**src/rtl/core/cksb_pkg.sv**
```systemverilog
// cksb_pkg: shared types and constants of the colour-keyed sprite blitter
// used by cksb_ctrl, cksb_dp and color_keyed_sprite_blitter
`default_nettype none

package cksb_pkg;

  // item kinds carried on the input tuser
  typedef enum logic [1:0] {
    MODE_BEGIN = 2'd0,
    MODE_PIXEL = 2'd1,
    MODE_CLEAR = 2'd2,
    MODE_READ  = 2'd3
  } mode_e;

  // draw kinds of a sprite
  typedef enum logic [1:0] {
    KIND_COPY   = 2'd0,
    KIND_BLEND  = 2'd1,
    KIND_RED    = 2'd2,
    KIND_SHADOW = 2'd3
  } kind_e;

  // controller states
  typedef enum logic [3:0] {
    ST_IDLE,
    ST_BEGIN,
    ST_PIX_ADDR,
    ST_PIX_READ,
    ST_PIX_WRITE,
    ST_RD_ADDR,
    ST_RD_READ,
    ST_RD_OUT,
    ST_CLEAR
  } state_e;

  // configuration port
  localparam int unsigned CFG_INDEX_W = 1;
  localparam int unsigned CFG_DATA_W  = 15;
  localparam logic [CFG_INDEX_W-1:0] REG_CAMERA_X = 1'b0;
  localparam logic [CFG_INDEX_W-1:0] REG_CAMERA_Y = 1'b1;

  // stream widths
  localparam int unsigned IN_DATA_W  = 120;
  localparam int unsigned IN_USER_W  = 2;
  localparam int unsigned OUT_DATA_W = 32;

  // pixel constants
  localparam logic [31:0] COLOR_MASK  = 32'h00ff_ffff;
  localparam logic [31:0] RED_MASK    = 32'h00ff_0000;
  localparam logic [31:0] SHADOW_MASK = 32'hf0f0_f0f0;
  localparam logic [31:0] WHITE_WORD  = 32'hffff_ffff;
  localparam logic [6:0]  PCT_MAX     = 7'd100;

  // drawn width = product / 100 as a reciprocal multiply
  localparam int unsigned DW_RECIP_W = 20;
  localparam int unsigned DW_SHIFT   = 26;
  localparam logic [DW_RECIP_W-1:0] DW_RECIP = 20'd671089;

  // shadow offset = channel sum / 20 as a reciprocal multiply
  localparam int unsigned SH_RECIP_W = 12;
  localparam int unsigned SH_SHIFT   = 16;
  localparam logic [SH_RECIP_W-1:0] SH_RECIP = 12'd3277;
  localparam int unsigned SH_K_W     = 6;

  // input item, last field in the lowest bits
  typedef struct packed {
    logic [4:0]  pad;
    logic [31:0] sprite_pixel;
    logic [1:0]  draw_kind;
    logic [6:0]  width_percent;
    logic [9:0]  center_y;
    logic [9:0]  center_x;
    logic [10:0] sprite_height;
    logic [10:0] sprite_width;
    logic [15:0] pos_y;
    logic [15:0] pos_x;
  } item_t;

  // controller to datapath commands
  typedef struct packed {
    logic begin_accept;
    logic drawn_calc;
    logic pixel_accept;
    logic read_accept;
    logic addr_calc;
    logic pix_read;
    logic rd_read;
    logic mem_write;
    logic clear_start;
    logic clear_step;
    logic out_load;
  } cmd_t;

  // datapath to controller status
  typedef struct packed {
    logic hit;
    logic need_read;
    logic clear_last;
  } stat_t;

endpackage

`default_nettype wire

```
**src/rtl/core/cksb_ctrl.sv**
```systemverilog
// cksb_ctrl: sequencing state machine of the blitter
// depends on cksb_pkg; drives cksb_dp through cmd_t and reads stat_t
`default_nettype none

module cksb_ctrl (
  input  wire logic            clk_i,
  input  wire logic            rst_ni,
  input  wire logic            in_valid_i,
  input  wire cksb_pkg::mode_e in_mode_i,
  output logic                 in_ready_o,
  input  wire logic            out_ready_i,
  output logic                 out_valid_o,
  output cksb_pkg::cmd_t       cmd_o,
  input  wire cksb_pkg::stat_t stat_i
);

  import cksb_pkg::*;

  state_e state_q, state_d;
  logic   out_valid_q, out_valid_d;

  // state and output slot registers
  always_ff @(posedge clk_i or negedge rst_ni) begin
    if (!rst_ni) begin
      state_q     <= ST_IDLE;
      out_valid_q <= 1'b0;
    end else begin
      state_q     <= state_d;
      out_valid_q <= out_valid_d;
    end
  end

  // next state and commands
  always_comb begin
    state_d    = state_q;
    cmd_o      = '0;
    in_ready_o = 1'b0;
    unique case (state_q)
      ST_IDLE: begin
        in_ready_o = 1'b1;
        if (in_valid_i) begin
          unique case (in_mode_i)
            MODE_BEGIN: begin
              cmd_o.begin_accept = 1'b1;
              state_d            = ST_BEGIN;
            end
            MODE_PIXEL: begin
              cmd_o.pixel_accept = 1'b1;
              state_d            = ST_PIX_ADDR;
            end
            MODE_CLEAR: begin
              cmd_o.clear_start = 1'b1;
              state_d           = ST_CLEAR;
            end
            MODE_READ: begin
              cmd_o.read_accept = 1'b1;
              state_d           = ST_RD_ADDR;
            end
            default: state_d = ST_IDLE;
          endcase
        end
      end
      ST_BEGIN: begin
        cmd_o.drawn_calc = 1'b1;
        state_d          = ST_IDLE;
      end
      ST_PIX_ADDR: begin
        cmd_o.addr_calc = 1'b1;
        if (!stat_i.hit) begin
          state_d = ST_IDLE;
        end else if (stat_i.need_read) begin
          state_d = ST_PIX_READ;
        end else begin
          state_d = ST_PIX_WRITE;
        end
      end
      ST_PIX_READ: begin
        cmd_o.pix_read = 1'b1;
        state_d        = ST_PIX_WRITE;
      end
      ST_PIX_WRITE: begin
        cmd_o.mem_write = 1'b1;
        state_d         = ST_IDLE;
      end
      ST_RD_ADDR: begin
        cmd_o.addr_calc = 1'b1;
        state_d         = stat_i.hit ? ST_RD_READ : ST_RD_OUT;
      end
      ST_RD_READ: begin
        cmd_o.rd_read = 1'b1;
        state_d       = ST_RD_OUT;
      end
      ST_RD_OUT: begin
        // wait for the output slot to free up
        if (!out_valid_q || out_ready_i) begin
          cmd_o.out_load = 1'b1;
          state_d        = ST_IDLE;
        end
      end
      ST_CLEAR: begin
        cmd_o.clear_step = 1'b1;
        if (stat_i.clear_last) begin
          state_d = ST_IDLE;
        end
      end
      default: state_d = ST_IDLE;
    endcase
  end

  // output slot occupancy
  always_comb begin
    out_valid_d = (out_valid_q && !out_ready_i) || cmd_o.out_load;
  end

  assign out_valid_o = out_valid_q;

endmodule

`default_nettype wire

```
**config.mk**
```make
export PLATFORM = sky130hd
export DESIGN_NAME = cksb_ctrl
export DESIGN_NICKNAME = d
export VERILOG_FILES = /design/src/rtl/core/cksb_pkg.sv /design/src/rtl/core/cksb_ctrl.sv
export SDC_FILE = /design/constraint.sdc
export NUM_CORES = 1
export LEC_CHECK = 0
export BUFFER_PORTS_ARGS = -buffer_cell sky130_fd_sc_hd__buf_2
export CAP_MARGIN = 10
export CORE_MARGIN = 3
export CORE_UTILIZATION = 42
export CTS_BUF_LIST = sky130_fd_sc_hd__clkbuf_16
export DETAILED_ROUTE_END_ITERATION = 6
export GPL_TIMING_DRIVEN = 0
export PLACE_DENSITY = 0.73
export SKIP_CTS_REPAIR_TIMING = 1
export SYNTH_ARGS = -nofsm -noshare
export SYNTH_HDL_FRONTEND = slang
export SYNTH_SLANG_ARGS = --single-unit
export TNS_END_PERCENT = 1
```
**constraint.sdc**
```tcl
create_clock -name clk_i -period 1.1 [get_ports clk_i]
set_input_delay 0.055 -clock clk_i [delete_from_list [all_inputs] [get_ports clk_i]]
set_output_delay 0.055 -clock clk_i [all_outputs]
set_load 0.005 [all_outputs]
```
## Word level (Yosys, flattened, before mapping)

Cells that the tools add are included.

- Bits in registers: 5
- Output and inout bits: 13
- Logic and storage cells: 52

- Equality and inequality tests: 14
- Muxes and demuxes: 27
- Reduce and logical (&&, ||, !) cells: 9

Operators by type and width:

| kind | count |
|---|---|
| 4-bit one-hot mux with 7 select lines | 1 |
| 1-bit 2-to-1 mux | 18 |
| 4-bit by 3-bit == test with 1-bit output, second input constant | 4 |
| 4-bit 2-to-1 mux | 4 |
| 4-bit one-hot mux with 4 select lines | 1 |
| 4-bit by 2-bit == test with 1-bit output, second input constant | 2 |
| 2-bit != test, second input constant | 3 |
| 2-bit == test, second input constant | 2 |
| 4-bit by 1-bit == test with 1-bit output, second input constant | 1 |
| 4-bit == test, second input constant | 1 |
| 4-bit logical NOT | 1 |
| 2-bit 2-to-1 mux | 2 |
| 3-bit 2-to-1 mux | 1 |
| 3-bit AND reduction | 1 |
| 2-bit by 1-bit == test with 1-bit output, second input constant | 1 |
| 1-bit logical NOT | 2 |
| 2-bit logical NOT | 1 |
| 1-bit logical OR | 2 |
| 2-bit OR reduction | 1 |
| 1-bit logical AND | 1 |

## Logic depth before layout (Yosys ltp)

Gate-level depths: netlist of run 1.

- Depth in word-level cells: 5
- Gate-level depth with buffers: 6
- Gate-level depth less buffers: 6

## Worst setup path before layout of run 1

OpenSTA, ideal clock, no wires.

- Kind: reg-to-reg
- From: register state_q[0]
- To: register state_q[2]
- Library setup time: 0.118 ns
- Arrival: 1.043 ns
- Setup slack: -0.061 ns
- Stages on the path, launching flop included: 6
- Period minus slack after synthesis: 1.161 ns
- Cells stage by stage: dfrtp_1 buf_6 a21o_1 a21oi_1 o21bai_1 a21o_1

- Longest elaborated chain between the ends: 3

RTL lines:

| element | RTL line | source |
|---|---|---|
| start, declared | cksb_ctrl.sv:19 | `state_e state_q, state_d;` |
| start signal, assigned | cksb_ctrl.sv:28 | `state_q <= state_d;` |
| 4-bit by 3-bit == test with 1-bit output (tied with other cells) | cksb_ctrl.sv:38 | `unique case (state_q)` |
| 2-bit != test (no line) | n/a |  |
| 3-bit AND reduction (no line) | n/a |  |

Parallel ways exist; a longest one is shown, timed or not.
A chain may end at the register's enable or synchronous reset.

==> summary.txt, run 1 <==
Routing
  – Routed vias/inst: 5.056
  – Routed WL: 1227 um
  – Antenna viol nets, final: 0
  – DR pass1 iterations: 4
  – DRC Markers: 0
  – Post-DR wirelength/cell: between 10 and 15 um
  – Initial detailed-routing violation count: 6
  – Vias post-DR: 546

Logic synthesis
  – #FFs+latches synth: 5
  – Synth top area cells: dfrtp_1 22%, ha_1 11%, a21o_1 6.7%
  – Async SR Flop Fraction: 100.0%
  – Synth Area per Inst: around 8.9 sq um
  – Top FF cell, synth: dfrtp_1
  – Syn Std Cell Area: approximately 560 sq um
  – Synth warn: 0
  – Register area share after synthesis: 22.32%
  – Syn nets: a little under 80
  – Largest area contributor in the netlist: dfrtp_1
  – Top cell type's share of synthesized area: 22.32%
  – EDFF count, synth: 0
  – Yosys cell types: 29
  – Commonest cells post-synth: 5 x a21o_1, 5 x dfrtp_1, 5 x ha_1
  – Post-synthesis cell count: 63

Timing
  – Final Max Tran Viols: 0
  – RSZ-0062 raised after global routing: true
  – Worst slew margin: just over 80%
  – Post-route setup slack: -0.3454 ns
  – Worst hold margin: 0.1702 ns
  – Setup Viol. Count Final: 15
  – Min cycle time layout: 1.445 ns
  – Clk_skew: 0.004779 ns
  – Final hold vios: 0
  – Slew at the pin with the worst max-slew slack: ~0.28 ns
  – Tcrit/Tclk final: 131.4%
  – FMAX: 691.9 MHz

CTS
  – # clock sinks: 5
  – Clk slew on worst S/H paths: around 0.030 ns
  – Cts bufs inserted: 3
  – Clock buffer depth: 2
  – Worst-Skew Late Latency: 0.23 ns
  – Root Driver: clkbuf_16
  – H-Tree Depth: 1
  – CTS tree: yes

Setup path
  – CP endpoint kind: primary output
  – CP max-delay cell: dfrtp_1
  – Worst path cell trace: buf_6, nand2b_4, or2_4, nor2b_1, buf_2
  – CP top delay family: simple AND/OR/NAND/NOR gates
  – Crit path kind: reg -> out
  – CP max FO: 5
  – CP Launch Type: register
  – Slowest stage delay, CP: 0.36 ns
  – Buf+Inv Stages, Crit Path: 2
  – Critical path data arrival time: 1.39 ns
  – Required @ worst endpoint: 1.04 ns

Cells and area
  – Post-synthesis to final-layout area growth: 50.00%
  – FILL cells: 91
  – Share of cells above drive strength 1: 51.06%
  – Total Nets Final: 109
  – Antenna diodes: 0

Die
  – Die H: 42.53 um
  – Core area: 1171 sq um
  – Starting Density: 47.86%
  – Die area: between 1500 and 2000 sq um
  – Die Width: between 40 and 50 um
  – Top-Level Pins: 22
  – FP Rows: 12

Power
  – Pint: 1.286 mW
  – Gate power share: 55.3%
  – Leakage: 0.4867 nW
  – Clk network pwr share: 29.1%
  – Pwr Density: about 2400 nW/um^2
  – Worst IR Drop VDD: 0.001271 V
  – Switching Power: 0.7156 mW
  – Switch share: a little over a third
  – Flop pwr share: 15.5%

Global route
  – Initial antenna violation count: 0
  – Total gr overflow: 0
  – First-pass GRT wire length: between 1500 and 2000 um
  – Pin count of the biggest net entering global routing: 11
  – All-layer global routing usage: approximately an eighth
  – Vias in the first global route: 400

Run status
  – Failing checks: negative setup slack
  – Status: finished with violations

Placed design
  – Port Buf Inserts: 21
  – DPL Wire Length: between 800 and 900 um
  – RePlAce Congestion: roughly 0.74
  – Pre-CTS WS: -0.1339 ns

Job
  – MaxCap Viol Count: 0

Min path
  – Hold Path Class: in -> reg
## logic make-up (layout without fill, tap and decap cells)
group / Yosys count / count (layout) / share of synthesized area (%)
and+or+nand+nor: 29 / 29 / 35.72
xor gates and xnor gates: 1 / 1 / 1.563
adders and majority gates: 5 / 5 / 11.16
buffers and inverters: 8 / 39 / 10.04
AOI/OAI and AO/OA: 15 / 15 / 19.20
DFF: 5 / 5 / 22.32
## per-layer routing
layer | up-vias | part of all wire, % | global-route usage (%) | routed length [um]
li1 | 286 | - | - | -
met5 | - | 0 | 0 | 0
met4 | 0 | 0 | 1.863 | 0
met2 | 12 | 46 | 16.72 | 567
met1 | 248 | 49 | 18.86 | 600
met3 | 0 | 4.8 | 6.438 | 59
## through the flow
step                      power [mW]  util, %  instances  TNS, ns  area (sq um)
final                          2.001    71.79        108   -3.093         840.8
after global routing           2.137    71.79        108   -4.271         840.8
after CTS                      1.830    65.06        102   -3.441         762.0
after detailed placement       1.237    58.33         98   -1.004         683.2
after global placement         1.220    58.33         98  -0.8908         683.2
after floorplan                1.003        -         63  -0.1616         560.5
## power by group through the flow
stage,clock [mW],combinational (mW),sequential [mW]
final,0.583,1.11,0.310
after CTS,0.590,0.942,0.298
after detailed placement,0,0.937,0.300
after global routing,0.611,1.21,0.317
after global placement,0,0.921,0.299
after floorplan,0,0.714,0.289
## cell usage in the layout, fill, tap and decap left out, types with 2 or more instances in the layout
cell,netlist,final
nand2b_1,4,3
clkbuf_16,0,3
dfrtp_1,5,3
buf_4,1,5
a21o_1,5,5
buf_2,0,21
nand2_1,2,2
o21ai_1,2,2
o21bai_1,2,2
nor4_1,3,2
buf_6,3,4
inv_1,4,4
nor2_1,4,4
and3_1,4,4
dfrtp_2,0,2
a21oi_1,2,2
ha_1,5,5
nor2_4,2,2
## flip-flops by register name (all words and copies together) (netlist names)
register	count
out_valid_o	1
state_q	4
## worst paths after layout
path | startpoint | to | slack (ns) | depth (start not counted)
worst max-delay path | state_q[3] | cmd_o[0] | -0.35 | 5
worst min-delay path | stat_i[0] | state_q[3] | 0.17 | 4
worst max register to register | state_q[3] | state_q[1] | -0.19 | 6
worst min register to register | out_valid_o | out_valid_o | 0.59 | 2
max in group asynchronous | rst_ni | state_q[2] | 0.77 | 2
min in group asynchronous | rst_ni | out_valid_o | 0.18 | 2
## layout make-up
class                   instances  area (sq um)  area share [%]
plain buffers                   4         45.04           5.357
clock buffers                   3         75.07           8.929
clock inverters                 1         3.754          0.4464
inverters                       4         15.01           1.786
multi-input cells              50         404.1           48.07
flip-flops and latches          5         127.6           15.18
well taps                      14         17.52           2.083
repair buffers                 27         152.6           18.15
## worst register-to-register path, cell delays in order (launching register included)
cell	delay, ns
dfrtp_1	0.33
buf_6	0.12
buf_4	0.13
and3b_1	0.17
o21bai_1	0.14
o21ai_1	0.09
a21o_1	0.18
(Power assumes the default switching activity.)
==> run 2: changes to the inputs <==
Settings changed: CORE_MARGIN 3 to unset.
==> run 2 against run 1 <==
The flow still finishes with violations (negative setup slack). Cell area is 6.4% lower. Count of clock-buffer cells in the layout unchanged. First-iteration DRC count fell by 17%. Hold slack worse by 0.0020 ns. Setup slack got worse by 0.0096 ns. Die area fell by 18%. Wire length shrank 8.8%. Register-to-register slack improved by 0.07 ns.
==> summary.txt, run 2 (same netlist as run 1, synthesis figures left out) <==
Cells and area
  – Fin cells: 104
  – Post-synthesis to final-layout area growth: 40.40%
  – FILL cells: 91
  – Final core utilization: 67.20%
  – Commonest non-fill, non-tap cell in the layout: buf_2
  – Share of cells above drive strength 1: between 40% and 50%
  – Total Nets Final: 105
  – Finished Cell Area: around 790 sq um
  – Max reg flops: 4
  – Commonest non-fill, non-tap cells in the layout: 21 x buf_2, 5 x inv_1, 5 x a21o_1, 5 x ha_1
  – Biggest register: state_q
  – Antenna diodes: 0

Timing
  – Setup Viol. Count Final: 16
  – TNS Setup: -3.065 ns
  – Final hold vios: 0
  – Worst hold margin: approximately 0.17 ns
  – Post-route setup slack: -0.3550 ns
  – Clk_skew: approximately 0.0017 ns
  – Min cycle time layout: 1.455 ns
  – RSZ-0062 raised after global routing: true
  – Worst slew margin: 81.72%
  – Final Max Tran Viols: 0
  – Slew at the pin with the worst max-slew slack: 0.2722 ns
  – FMAX: around 700 MHz
  – Tcrit/Tclk final: 132.3%

Die
  – Die area: 1485 sq um
  – Die H: 38.53 um
  – FP Rows: 12
  – Top-Level Pins: 22
  – Die Width: slightly below 40 um
  – Core area: 1171 sq um
  – Starting Density: between 40% and 50%

Setup path
  – Slowest stage delay, CP: about 0.36 ns
  – CP top delay family: simple AND/OR/NAND/NOR gates
  – CP Launch Type: register
  – Worst path cell trace: buf_6, nand2b_1, or2_4, nor2b_1, buf_2
  – Critical path data arrival time: 1.40 ns
  – Required @ worst endpoint: 1.04 ns
  – Crit path kind: reg -> out
  – CP max-delay cell: dfrtp_1
  – Buf+Inv Stages, Crit Path: 2
  – CP endpoint kind: primary output
  – CP max FO: 10

Global route
  – Pin count of the biggest net entering global routing: 11
  – Vias in the first global route: 447
  – First-pass GRT wire length: 1718 um
  – Initial antenna violation count: 0
  – All-layer global routing usage: 16.95%
  – Total gr overflow: 0

Placed design
  – Pre-CTS WS: -0.1238 ns
  – Post-DP Area: 683.2 sq um
  – Placed instance count: 98
  – DPL Wire Length: 832.8 um
  – Port Buf Inserts: 21
  – RePlAce Congestion: 0.6962

Power
  – Leakage: approximately 0.46 nW
  – Worst IR Drop VDD: 0.001475 V
  – Final Power: 1.850 mW
  – Pwr Density: 2351 nW/um^2

CTS
  – H-Tree Depth: 1
  – Cts bufs inserted: 3
  – Clock buffer depth: 2
  – CTS tree: yes
  – Worst-Skew Late Latency: roughly 0.22 ns
  – # clock sinks: 5
  – Clk slew on worst S/H paths: 0.03 ns
  – Root Driver: clkbuf_16

Min path
  – Hold Path Class: in -> reg

Run status
  – Status: finished with violations
  – Failing checks: negative setup slack

Routing
  – Vias post-DR: 519
  – DR pass1 iterations: 2
  – DRC Markers: 0
  – Routed vias/inst: between 4 and 5
  – Post-DR wirelength/cell: 10.76 um
  – Antenna viol nets, final: 0
  – Initial detailed-routing violation count: 5
  – Routed WL: 1119 um

Job
  – MaxCap Viol Count: 0
==> run 2: cell types whose count changed in the layout (fill, tap and decap cells not counted), sizes merged <==
cell / change
buf: -4
==> run 2: layout make-up <==
type                            count  area [sq um]  area share (%)
Clock inverter                      1         3.754          0.4769
Multi-Input combinational cell     50         381.6           48.49
Clock buffer                        3         75.07           9.539
Tap cell                           14         17.52           2.226
Buffer                              4         45.04           5.723
Sequential cell                     5         126.4           16.06
Timing Repair Buffer               23         122.6           15.58
Inverter                            4         15.01           1.908
==> run 2: metal layers <==
layer | share of wire (%) | vias up | global-route usage (%)
li1 | - | 277 | -
met1 | 49 | 231 | 20.50
met2 | 48 | 11 | 28.33
met3 | 3.8 | 0 | 8.721
met4 | 0 | 0 | 0
met5 | 0 | - | 0
==> run 2: power breakdown <==
part           switching, mW  internal [mW]  leakage [nW]  total [mW]
clock network          0.110          0.470        0.0423       0.580
registers             0.0546          0.240        0.0665       0.294
logic                  0.498          0.478         0.349       0.976
total                  0.663           1.19         0.458        1.85
==> run 2: path summary, 6_finish.rpt <==
kind                             start          end  slack (ns)  depth (start not counted)
setup / recovery            state_q[3]     cmd_o[0]       -0.35                          5
hold / removal               stat_i[0]   state_q[3]        0.17                          4
setup reg to reg            state_q[0]   state_q[2]       -0.12                          5
hold reg to reg            out_valid_o  out_valid_o        0.59                          2
max in group asynchronous       rst_ni   state_q[1]        0.76                          2
min in group asynchronous       rst_ni  out_valid_o        0.20                          2
==> run 2: worst min-delay path: stages <==
cell and delay [ns]:
buf_2 0.07, nor2_1 0.03, a31oi_1 0.13, nor4_1 0.06
